[src/rtl/assert_macros.svh]
// Assertion macros shared by the parser RTL.
// Included by modules that carry concurrent assertions.
`ifndef ASSERT_MACROS_SVH
`define ASSERT_MACROS_SVH
`define ASSERT_CLK(label, prop, msg) \
    label: assert property (@(posedge clk) disable iff (!rst_n) (prop)) else $error(msg);
`define ASSERT_NEXT(label, cond, prop, msg) \
    label: assert property (@(posedge clk) disable iff (!rst_n) (cond) |=> (prop)) else $error(msg);
`endif

[src/rtl/lrc_pkg.sv]
// Package for the LRC timestamp line parser: constants, types and byte helpers.
// No dependencies.
`timescale 1ns / 1ps
package lrc_pkg;
    localparam int MaxLineLen = 255;
    localparam int LineCountWidth = 16;
    localparam int PosW = 8;
    localparam int QDepth = 2;

    localparam logic [2:0] PH_LEAD = 3'd0;
    localparam logic [2:0] PH_FIRST = 3'd1;
    localparam logic [2:0] PH_MIN = 3'd2;
    localparam logic [2:0] PH_SEC = 3'd3;
    localparam logic [2:0] PH_TEXT = 3'd4;
    localparam logic [2:0] PH_REJECT = 3'd5;

    localparam logic [1:0] NM_SKIP = 2'd0;
    localparam logic [1:0] NM_SIGN = 2'd1;
    localparam logic [1:0] NM_DIG = 2'd2;
    localparam logic [1:0] NM_DONE = 2'd3;

    typedef struct packed {
        logic [31:0] value;
        logic [1:0] mode;
        logic neg;
    } num_t;

    typedef struct packed {
        logic seen;
        logic at_zero;
        logic [1:0] len;
        num_t num;
    } frac_t;

    // One finished line handed from the front to the back.
    typedef struct packed {
        logic [31:0] minutes;
        logic [31:0] seconds;
        logic [9:0] frac;
        logic frac_neg;
        logic [1:0] frac_len;
        logic frac_zero;
        logic [7:0] text_start;
        logic [7:0] text_length;
        logic [15:0] line_number;
        logic too_long;
        logic last;
    } line_t;

    function automatic logic is_ws(input logic [7:0] c);
        return c == 8'd32 || (c >= 8'd9 && c <= 8'd13);
    endfunction

    function automatic logic is_digit(input logic [7:0] c);
        return c >= 8'd48 && c <= 8'd57;
    endfunction

    function automatic num_t num_feed(input num_t n, input logic [7:0] c);
        num_t r;
        logic [31:0] d;
        r = n;
        d = {28'd0, c[3:0]};
        case (n.mode)
            NM_SKIP:
            begin
                if (is_ws(c))
                    r = n;
                else if (c == 8'h2B || c == 8'h2D)
                begin
                    r.neg = (c == 8'h2D);
                    r.mode = NM_SIGN;
                end
                else if (is_digit(c))
                begin
                    r.value = d;
                    r.mode = NM_DIG;
                end
                else
                    r.mode = NM_DONE;
            end
            NM_SIGN, NM_DIG:
            begin
                if (is_digit(c))
                begin
                    r.value = (n.value << 3) + (n.value << 1) + d;
                    r.mode = NM_DIG;
                end
                else
                    r.mode = NM_DONE;
            end
            default: r = n;
        endcase
        return r;
    endfunction

    function automatic logic [31:0] num_result(input num_t n);
        return n.neg ? (32'd0 - n.value) : n.value;
    endfunction
endpackage

[src/rtl/lrc_timestamp_line_parser_core.sv]
// Top level of the LRC timestamp line parser.
// Depends on lrc_pkg, lrc_front, lrc_queue and lrc_back.
//
// Channel  Dir  Fields
// s_axis   in   tdata = text_byte, tlast = end_of_text
// m_axis   out  tdata = timestamp_ms, text_start, text_length, line_number;
//               tuser = too_long, tlast = last
//
// The scanner takes one byte per cycle while the line queue has room.
// Each accepted line passes through the time unit in two multiply steps and the
// output beat; the time unit takes the next line only after that beat is accepted.
// The scanner stalls only while the queue is full.
// Reset is asynchronous and active low and empties queue and scanner.
`timescale 1ns / 1ps
module lrc_timestamp_line_parser_core (
    input  logic clk,
    input  logic rst_n,
    input  logic s_axis_tvalid,
    output logic s_axis_tready,
    input  logic [7:0] s_axis_tdata,  // text_byte
    input  logic s_axis_tlast,        // end_of_text
    output logic m_axis_tvalid,
    input  logic m_axis_tready,
    output logic [63:0] m_axis_tdata, // timestamp_ms, text_start, text_length, line_number
    output logic m_axis_tuser,        // too_long
    output logic m_axis_tlast         // last
);
    import lrc_pkg::*;

    line_t push_data, pop_data;
    logic push, full, not_empty, pop;

    lrc_front u_front (
        .clk(clk), .rst_n(rst_n),
        .text_byte(s_axis_tdata), .end_of_text(s_axis_tlast),
        .in_valid(s_axis_tvalid), .in_ready(s_axis_tready),
        .line_data(push_data), .line_push(push), .q_full(full)
    );

    lrc_queue u_queue (
        .clk(clk), .rst_n(rst_n),
        .push_data(push_data), .push(push), .full(full),
        .pop_data(pop_data), .not_empty(not_empty), .pop(pop)
    );

    lrc_back u_back (
        .clk(clk), .rst_n(rst_n),
        .line_data(pop_data), .line_valid(not_empty), .line_pop(pop),
        .out_valid(m_axis_tvalid), .out_ready(m_axis_tready),
        .timestamp_ms(m_axis_tdata[31:0]), .text_start(m_axis_tdata[39:32]),
        .text_length(m_axis_tdata[47:40]), .line_number(m_axis_tdata[63:48]),
        .too_long(m_axis_tuser), .last(m_axis_tlast)
    );
endmodule

[src/rtl/lrc_front.sv]
// Front part: per-byte line scanner that builds one line record per accepted line.
// Depends on lrc_pkg.
`timescale 1ns / 1ps
module lrc_front (
    input  logic clk,
    input  logic rst_n,
    input  logic [7:0] text_byte,
    input  logic end_of_text,
    input  logic in_valid,
    output logic in_ready,
    output lrc_pkg::line_t line_data,
    output logic line_push,
    input  logic q_full
);
    import lrc_pkg::*;

    logic [2:0] phase_reg, phase_next;
    logic [PosW-1:0] pos_reg, pos_next;
    logic over_reg, over_next;
    num_t min_reg, min_next, sec_reg, sec_next;
    logic chars_reg, chars_next;
    frac_t dot_reg, dot_next, com_reg, com_next;
    logic seen_reg, seen_next;
    logic [PosW-1:0] first_reg, first_next, end_reg, end_next;
    logic [LineCountWidth-1:0] cnt_reg, cnt_next;
    logic take, is_nl, finish, hit;
    frac_t fsel;
    logic [7:0] len8;

    assign in_ready = !q_full;
    assign take = in_valid && in_ready;
    assign is_nl = text_byte == 8'd10;
    assign finish = take && (is_nl || end_of_text);

    always_comb
    begin
        phase_next = phase_reg;
        pos_next = pos_reg;
        over_next = over_reg;
        min_next = min_reg;
        sec_next = sec_reg;
        chars_next = chars_reg;
        dot_next = dot_reg;
        com_next = com_reg;
        seen_next = seen_reg;
        first_next = first_reg;
        end_next = end_reg;
        cnt_next = cnt_reg;
        if (take && !is_nl)
        begin
            if (pos_reg < PosW'(MaxLineLen))
                pos_next = pos_reg + 1'b1;
            else
                over_next = 1'b1;
            case (phase_reg)
                PH_LEAD:
                    if (!is_ws(text_byte))
                        phase_next = (text_byte == 8'h5B) ? PH_FIRST : PH_REJECT;
                PH_FIRST:
                    if (is_digit(text_byte))
                    begin
                        min_next = num_feed(min_reg, text_byte);
                        phase_next = PH_MIN;
                    end
                    else
                        phase_next = PH_REJECT;
                PH_MIN:
                    if (text_byte == 8'h5D)
                        phase_next = PH_REJECT;
                    else if (text_byte == 8'h3A)
                        phase_next = PH_SEC;
                    else
                        min_next = num_feed(min_reg, text_byte);
                PH_SEC:
                    if (text_byte == 8'h5D)
                        phase_next = PH_TEXT;
                    else
                    begin
                        sec_next = num_feed(sec_reg, text_byte);
                        if (dot_reg.seen)
                        begin
                            if (dot_reg.len != 2'd3)
                            begin
                                dot_next.num = num_feed(dot_reg.num, text_byte);
                                dot_next.len = dot_reg.len + 2'd1;
                            end
                        end
                        else if (text_byte == 8'h2E)
                        begin
                            dot_next.seen = 1'b1;
                            dot_next.at_zero = !chars_reg;
                        end
                        if (com_reg.seen)
                        begin
                            if (com_reg.len != 2'd3)
                            begin
                                com_next.num = num_feed(com_reg.num, text_byte);
                                com_next.len = com_reg.len + 2'd1;
                            end
                        end
                        else if (text_byte == 8'h2C)
                        begin
                            com_next.seen = 1'b1;
                            com_next.at_zero = !chars_reg;
                        end
                        chars_next = 1'b1;
                    end
                PH_TEXT:
                    if (!is_ws(text_byte))
                    begin
                        if (!seen_reg)
                        begin
                            seen_next = 1'b1;
                            first_next = pos_reg;
                        end
                        end_next = (pos_reg < PosW'(MaxLineLen)) ? pos_reg + 1'b1
                                                                 : PosW'(MaxLineLen);
                    end
                default: phase_next = phase_reg;
            endcase
        end
        if (finish)
        begin
            if (phase_next == PH_TEXT)
                cnt_next = cnt_reg + 1'b1;
            if (end_of_text)
                cnt_next = '0;
        end
    end

    assign hit = phase_next == PH_TEXT;
    assign fsel = dot_next.seen ? dot_next : com_next;
    assign len8 = end_next - first_next;

    always_comb
    begin
        line_data.minutes = num_result(min_next);
        line_data.seconds = num_result(sec_next);
        line_data.frac = fsel.num.value[9:0];
        line_data.frac_neg = fsel.num.neg;
        line_data.frac_len = fsel.len;
        line_data.frac_zero = !fsel.seen || fsel.at_zero;
        line_data.text_start = seen_next ? first_next : 8'd0;
        line_data.text_length = seen_next ? len8 : 8'd0;
        line_data.line_number = 16'(cnt_reg);
        line_data.too_long = over_next;
        line_data.last = end_of_text;
    end
    assign line_push = finish && hit;

    always_ff @(posedge clk or negedge rst_n)
    begin
        if (!rst_n)
        begin
            phase_reg <= PH_LEAD;
            pos_reg <= '0;
            over_reg <= 1'b0;
            min_reg <= '0;
            sec_reg <= '0;
            chars_reg <= 1'b0;
            dot_reg <= '0;
            com_reg <= '0;
            seen_reg <= 1'b0;
            first_reg <= '0;
            end_reg <= '0;
            cnt_reg <= '0;
        end
        else if (finish)
        begin
            phase_reg <= PH_LEAD;
            pos_reg <= '0;
            over_reg <= 1'b0;
            min_reg <= '0;
            sec_reg <= '0;
            chars_reg <= 1'b0;
            dot_reg <= '0;
            com_reg <= '0;
            seen_reg <= 1'b0;
            first_reg <= '0;
            end_reg <= '0;
            cnt_reg <= cnt_next;
        end
        else
        begin
            phase_reg <= phase_next;
            pos_reg <= pos_next;
            over_reg <= over_next;
            min_reg <= min_next;
            sec_reg <= sec_next;
            chars_reg <= chars_next;
            dot_reg <= dot_next;
            com_reg <= com_next;
            seen_reg <= seen_next;
            first_reg <= first_next;
            end_reg <= end_next;
            cnt_reg <= cnt_next;
        end
    end
endmodule

[src/rtl/lrc_queue.sv]
// Two-entry queue of line records between the scanner and the time unit.
// Depends on lrc_pkg and assert_macros.svh.
`timescale 1ns / 1ps
`include "assert_macros.svh"
module lrc_queue (
    input  logic clk,
    input  logic rst_n,
    input  lrc_pkg::line_t push_data,
    input  logic push,
    output logic full,
    output lrc_pkg::line_t pop_data,
    output logic not_empty,
    input  logic pop
);
    import lrc_pkg::*;

    line_t mem_reg [QDepth];
    logic wp_reg, rp_reg;
    logic [1:0] cnt_reg;

    assign full = cnt_reg == 2'(QDepth);
    assign not_empty = cnt_reg != 2'd0;
    assign pop_data = mem_reg[rp_reg];

    always_ff @(posedge clk)
    begin
        if (push)
            mem_reg[wp_reg] <= push_data;
    end

    always_ff @(posedge clk or negedge rst_n)
    begin
        if (!rst_n)
        begin
            wp_reg <= 1'b0;
            rp_reg <= 1'b0;
            cnt_reg <= 2'd0;
        end
        else
        begin
            if (push)
                wp_reg <= !wp_reg;
            if (pop)
                rp_reg <= !rp_reg;
            cnt_reg <= cnt_reg + 2'(push) - 2'(pop);
        end
    end

    `ASSERT_CLK(a_no_overflow, !(push && full), "push into full queue")
    `ASSERT_CLK(a_no_underflow, !(pop && !not_empty), "pop from empty queue")
    `ASSERT_NEXT(a_count_up, push && !pop, cnt_reg == $past(cnt_reg) + 2'd1, "count slip")
endmodule

[src/rtl/lrc_back.sv]
// Back part: computes the millisecond time of a line in a load step, a multiply step and an output state.
// Depends on lrc_pkg.
`timescale 1ns / 1ps
module lrc_back (
    input  logic clk,
    input  logic rst_n,
    input  lrc_pkg::line_t line_data,
    input  logic line_valid,
    output logic line_pop,
    output logic out_valid,
    input  logic out_ready,
    output logic [31:0] timestamp_ms,
    output logic [7:0] text_start,
    output logic [7:0] text_length,
    output logic [15:0] line_number,
    output logic too_long,
    output logic last
);
    import lrc_pkg::*;

    localparam logic [1:0] ST_IDLE = 2'd0;
    localparam logic [1:0] ST_MUL = 2'd1;
    localparam logic [1:0] ST_OUT = 2'd2;

    logic [1:0] st_reg;
    line_t cur_reg;
    logic [31:0] acc_reg, fms;

    assign line_pop = (st_reg == ST_IDLE) && line_valid;
    assign out_valid = st_reg == ST_OUT;

    always_comb
    begin
        case (cur_reg.frac_len)
            2'd1: fms = {22'd0, cur_reg.frac} * 32'd100;
            2'd2: fms = {22'd0, cur_reg.frac} * 32'd10;
            2'd3: fms = {22'd0, cur_reg.frac};
            default: fms = 32'd0;
        endcase
        if (cur_reg.frac_neg)
            fms = 32'd0 - fms;
        if (cur_reg.frac_zero)
            fms = 32'd0;
    end

    always_ff @(posedge clk)
    begin
        if (line_pop)
        begin
            cur_reg <= line_data;
            acc_reg <= line_data.minutes * 32'd60 + line_data.seconds;
        end
        else if (st_reg == ST_MUL)
            acc_reg <= acc_reg * 32'd1000 + fms;
    end

    always_ff @(posedge clk or negedge rst_n)
    begin
        if (!rst_n)
            st_reg <= ST_IDLE;
        else
        begin
            case (st_reg)
                ST_IDLE: if (line_valid) st_reg <= ST_MUL;
                ST_MUL: st_reg <= ST_OUT;
                ST_OUT: if (out_ready) st_reg <= ST_IDLE;
                default: st_reg <= ST_IDLE;
            endcase
        end
    end

    assign timestamp_ms = acc_reg;
    assign text_start = cur_reg.text_start;
    assign text_length = cur_reg.text_length;
    assign line_number = cur_reg.line_number;
    assign too_long = cur_reg.too_long;
    assign last = cur_reg.last;
endmodule
[config.mk]
export PLATFORM = sky130hd
export DESIGN_NAME = lrc_timestamp_line_parser_core
export DESIGN_NICKNAME = d
export VERILOG_FILES = /design/src/rtl/lrc_pkg.sv /design/src/rtl/lrc_timestamp_line_parser_core.sv /design/src/rtl/lrc_front.sv /design/src/rtl/lrc_queue.sv /design/src/rtl/lrc_back.sv
export VERILOG_INCLUDE_DIRS = /design/src /design/src/rtl
export SDC_FILE = /design/constraint.sdc
export NUM_CORES = 2
export LEC_CHECK = 0
export ABC_AREA = 0
export BUFFER_PORTS_ARGS = -buffer_cell sky130_fd_sc_hd__clkbuf_2
export CORE_UTILIZATION = 32
export CTS_BUF_LIST = sky130_fd_sc_hd__clkbuf_8
export DETAILED_ROUTE_END_ITERATION = 16
export PLACE_DENSITY = 0.46
export SYNTH_ARGS = -nofsm -noshare
export SYNTH_HDL_FRONTEND = slang
export SYNTH_SLANG_ARGS = --single-unit
export TNS_END_PERCENT = 10
[constraint.sdc]
create_clock -name clk -period 8 [get_ports clk]
set_input_delay 0.8 -clock clk [delete_from_list [all_inputs] [get_ports clk]]
set_output_delay 0.8 -clock clk [all_outputs]
set_load 0.05 [all_outputs]
======== Word level (Yosys, flattened, before mapping) ========
Memory sizes are Yosys's and may differ from the RTL's.
Cells that the tools add are included.
storage, ports and cells
  output and inout port bits .............. 68
  memories ................................ 1
  input port bits ......................... 13
  bits in writable memories ............... 224
  register bits after elaboration ......... 280
operators by class
  reductions and logical operators ........ 41
  mux-type cells .......................... 111
  equal/unequal tests ..................... 41
  add/sub/neg operators ................... 20
  multipliers ............................. 4
  order comparisons ....................... 5
memory list
  memory           words  bits a word  read ports  clocked after Yosys merged registers in  wr ports  line             source
  u_queue.mem_reg  2      112          1           0                                        1         lrc_queue.sv:17  line_t mem_reg [QDepth];
operators by type and width
  cell                                                 number
  two-way mux 32 bit                                   19
  two-way mux 35 bit                                   14
  two-way mux 39 bit                                   9
  one-hot mux 34 bit (2 select lines)                  5
  adder 32 bit                                         6
  two-way mux 37 bit                                   4
  adder 32 x 4 -> 32 bit                               4
  two-way mux 8 bit                                    15
  one-hot mux 35 bit (2 select lines)                  1
  subtractor 1 x 32 -> 32 bit (first input constant)   2
  one-hot mux 17 bit (3 select lines)                  1
  == test 8 x 6 -> 1 bit (second input constant)       6
  multiplier 32 x 4 -> 30 bit (second input constant)  1
  multiplier 32 x 7 -> 29 bit (second input constant)  1
  two-way mux 16 bit                                   2
  two-way mux 3 bit                                    8
  two-way mux 1 bit                                    23
  subtractor 1 x 17 -> 18 bit (first input constant)   1
  adder 16 x 1 -> 16 bit (second input constant)       1
  == test 2 bit (second input constant)                8
  == test 8 x 7 -> 1 bit (second input constant)       2
  two-way mux 2 bit                                    8
  multiplier 10 x 5 -> 15 bit (second input constant)  1
  multiplier 10 x 3 -> 13 bit (second input constant)  1
  other kinds (35)                                     79

======== Logic depth before layout (Yosys ltp) ========
  word-level depth ........................ 14
  gate-level depth with buffers ........... 29
  depth with buffers taken out ............ 28

======== Modules after synthesis ========
Synthesis repeated with hierarchy kept, for this count alone.
unflattened totals
  cell total of the unflattened synthesis .. 3510
  area, all modules ....................... 36845.3 um^2
modules (own cells, without submodules)
  module     instances  sequential area each (um^2)  cells each  area each (um^2)
  lrc_front  1          3753.6                       1683        14147.3
  lrc_back   1          2452.4                       1463        14123.5
  lrc_queue  1          6826.5                       364         8574.5

======== Worst setup path after synthesis ========
Ideal clock, no wire load.
  kind .................................... input port to flip-flop
  start ................................... input s_axis_tdata[3]
  end ..................................... memory u_queue.mem_reg[0][0] (netlist name), enable pin
  path slack .............................. -0.470 ns
  stages on the path ...................... 10
  path buffers ............................ 2
  arrival ................................. 7.877 ns
  path through ............................ buf_2 > or4b_2 > a21oi_1 > o21ai_1 > nor3b_1 > a221o_1 > mux2i_1 > nor4b_1 > buf_2 > nor2b_1
between the ends
  longest elaborated chain between the ends .. 10
  elaborated cells between the ends (all ways) .. 28
RTL lines
  element                                                                              line                                  source
  start: declaration                                                                   lrc_timestamp_line_parser_core.sv:20  input logic [7:0] s_axis_tdata,
  >= comparator 8 x 4 -> 1 bit / <= comparator 8 x 4 -> 1 bit (equally long branches)  lrc_pkg.sv:51                         return c == 8'd32 || (c >= 8'd9 && c <= 8'd13);
  logical AND 1 bit                                                                    lrc_pkg.sv:51
  logical OR 1 bit                                                                     lrc_pkg.sv:51
  two-way mux 3 bit                                                                    lrc_front.sv:57                       if (!is_ws(text_byte))
  one-hot mux 3 bit (4 select lines)                                                   lrc_front.sv:55                       case (phase_reg)
  two-way mux 3 bit                                                                    lrc_front.sv:49                       if (take && !is_nl)
  == test 3 bit                                                                        lrc_front.sv:131                      assign hit = phase_next == PH_TEXT;
  logical AND 1 bit *                                                                  lrc_front.sv:149                      assign line_push = finish && hit;
  via push                                                                             lrc_timestamp_line_parser_core.sv:31  logic push, full, not_empty, pop;
  two-way mux 1 bit *                                                                  lrc_queue.sv:27                       if (push)
  two-way mux 1 bit (implied by the code) *                                            lrc_queue.sv:28                       mem_reg[wp_reg] <= push_data;
  end: declaration                                                                     lrc_queue.sv:17
The timed path passes the listed nets; every way through them passes the cells marked *.

======== Final worst setup path ========
  start ................................... register u_back.acc_reg[0] (netlist: u_back.timestamp_ms[0])
  end ..................................... register u_back.acc_reg[31] (netlist: u_back.timestamp_ms[31]) (data pin)
between the ends
  longest elaborated chain between the ends .. 4
RTL lines
  element                      line            source
  start: declaration           lrc_back.sv:27  logic [31:0] acc_reg, fms;
  start signal: assignment     lrc_back.sv:51  acc_reg <= line_data.minutes * 32'd60 + line_data.seconds;
  start signal: assignment     lrc_back.sv:54  acc_reg <= acc_reg * 32'd1000 + fms;
  multiplier 32 x 7 -> 29 bit  lrc_back.sv:54
  adder 32 bit                 lrc_back.sv:54
  two-way mux 32 bit           lrc_back.sv:53  else if (st_reg == ST_MUL)
  two-way mux 32 bit           lrc_back.sv:48  if (line_pop)
Every way passes these cells. The select of a mux whose other input is x is not followed.
A chain may end at the register's enable or synchronous reset.

==> summary.md <==
| Metric | Value |
|---|---|
| Iter 0 DRT Violations | 1648 |
| Clock Sink Count | 454 |
| Core region area | 0.113 mm2 |
| Die W | 340 um |
| DRC violations left | 0 |
| Routed length per instance | 18.1 um |
| Final Setup Violations | 0 |
| Area of the die | 0.116 mm2 |
| CTS Buf Count | 88 |
| Commonest non-fill, non-tap cell in the layout | ha_1 |
| Starting Density | 32.4% |
| CTS H-tree depth | 3 |
| Clk root buf | clkbuf_8 |
| Worst-margin pin slew | 1110 ps |
| Hold Vio Cnt, Final | 0 |
| Fin Setup TNS | 0 ps |
| Via density | 5.09 |
| Critical Path RT | 8570 ps |
| Reg clk slew, reported paths | 60 ps |
| Most frequent cells in the layout | ha_1, nor2_1, inv_1, edfxtp_1, a21oi_1 |
| Outcome | complete, no violations |
| Routed Antenna Nets | 0 |
| Grt total ovfl | 0 |
| Vias | 26800 |
| Fmax | 0.136 GHz |
| First-pass GRT wire length | 153000 um |
| Crit path max fanout | 6 |
| Num ports | 81 |
| Synthesized cell area | 0.0365 mm2 |
| Post-CTS setup buffer count | 0 |
| Slew HR | 25.0% |
| Chip Height | 340 um |
| Startpoint types | register |
| Yosys reg bits | 454 |
| First drt pass iteration count | 6 |
| CTS tree | done |
| DP Wirelength | 72200 um |
| Cells after Synth | 3627 |
| Share of cells above drive strength 1 | 10.6% |
| Area Overhead vs Synth | 10.2% |
| Largest net degree at the start of global routing | 67 |
| Initial antenna violation count | 1 |
| CTS Buffer Depth | 3 |
| Clk Latency, worst-skew pair | 730 ps |
| Max-Cap Viols | 0 |
| Max reg flops | 220 |
| Routability cong. | 0.831 |
| RSZ-0062 raised after global routing | false |
| Top_reg_cell synth | edfxtp_1 |
| Crit Path Class | register to register |
| Rows | 123 |
| Yosys warns | 0 |
| Total Routing Usage GR | 16.5% |
| Post-synth ARST share | 33.9% |
| Vias in the first global route | 27000 |
| Number of library cell types mapped by synthesis | 100 |
| Syn nets | 4155 |
| Fin crit share | 91.8% |
| Minimum clock period | 7340 ps |
| Seq/Total Area, Yosys | 35.2% |
| Min-delay worst type | input port to register |
| Final Skew | 38.0 ps |
| Port Buffers | 80 |
| Syn Area/Cell | 10.1 um2 |
| Max-slew violations | 0 |
| Crit path DAT | 7920 ps |
| Detailed Route WL | 95600 um |
| Crit path capture type | register |
| Net count, final | 4218 |
| Post-synth EDFFs | 300 |
worst max-delay path: stages, from the launching register on:
cell      delay, ps
edfxtp_1        500
fa_1            620
inv_1            70
fa_1            530
fa_1            460
fa_1            510
inv_1            50
ha_1            320
o21ai_0         120
a21boi_0        320
o211ai_1        130
a21boi_1        290
nor3_1          110
a22oi_1         280
a21o_1          150
a21oi_1          70
xnor2_1         140
ha_1            340
inv_1            70
nor3_1          290
a21boi_0        340
o221ai_1        250
o31ai_1         430
nor3_1           90
mux2_2          290
or3_1           340
nand4_1          90
per-layer routing:
metal	track usage [%]	vias up	routed length, um
met1	24.0	13000	47900
li1	-	13300	-
met5	0	-	0
met3	2.09	110	3500
met2	25.7	442	42700
met4	3.94	0	1470
through the flow:
stage	util (%)	cell area, um2	hold slack, ps	setup WS, ps	cells
after floorplan	-	36500	457	1130	3627
after global placement	34.1	38500	477	654	5099
after detailed placement	34.1	38500	476	578	5099
after CTS	35.7	40300	262	512	5266
after global routing	35.7	40300	316	136	5267
final	35.7	40300	340	655	5267
cell usage after synthesis (11+ instances only):
master	instances	area, um2
dfrtp_1	154	3850
a21oi_1	237	1190
buf_1	13	48.8
nand3b_1	12	90.1
and2_1	40	250
o21a_1	38	285
a211oi_1	31	233
or3_1	27	169
a41oi_1	14	123
xor2_1	89	780
o22ai_1	14	87.6
and3_1	33	206
clkbuf_1	84	315
nand3_1	71	355
nor4_1	13	81.3
nand2b_1	53	332
mux2_2	115	1290
inv_1	270	1010
fa_1	161	3220
nor2_1	309	1160
nor3b_1	17	128
a21o_1	65	488
mux2i_1	40	400
a32oi_1	13	114
nor2b_1	31	194
a22oi_1	31	233
a21boi_0	14	105
xnor2_1	165	1450
o211ai_1	15	113
o31ai_1	32	240
o21ai_0	194	971
a31oi_1	30	188
buf_2	11	55.1
o21bai_1	23	173
edfxtp_1	300	9010
nand4_1	30	188
nand2_1	217	815
ha_1	354	4430
buf_4	32	240
nor3_1	58	290
worst paths after layout:
kind,startpoint,to,slack [ps],cells after the start
worst max-delay path,u_back.timestamp_ms[0],u_back.timestamp_ms[31],660,26
max in group asynchronous,rst_n,u_front.min_reg[27],6030,3
worst min-delay path,m_axis_tready,u_back.st_reg[1],340,2
min in group asynchronous,rst_n,u_front.cnt_reg[8],580,2
worst max register to register,u_back.timestamp_ms[0],u_back.timestamp_ms[31],660,26
worst min register to register,u_front.cnt_reg[15],u_queue.mem_reg[0][17],490,0
timing repair:
item	CTS	global route
resized for setup	0	1
hold buffers	1	0
endpoints found under the setup margin	0	1
endpoints found under the hold margin	30	0
area by class of cell:
class,count,area (um2)
clock inverters,72,455
well taps,1500,1880
flip-flops and latches,454,12900
multi-input cells,2761,22100
repair buffers,114,689
clock buffers,94,1290
diodes,1,2.50
inverters,271,1020
fillers,11400,72500
cell families after synthesis:
logic type / share of synthesized area, %
adders and majority gates: 20.9
and+or+nand+nor: 12.9
AOI/OAI and AO/OA: 15.6
buffers and inverters: 4.62
DFF: 35.2
muxes: 4.64
xor gates and xnor gates: 6.15
Power is not shown: default switching activity piles up to over one toggle a cycle in this logic, so the estimate is an artifact.
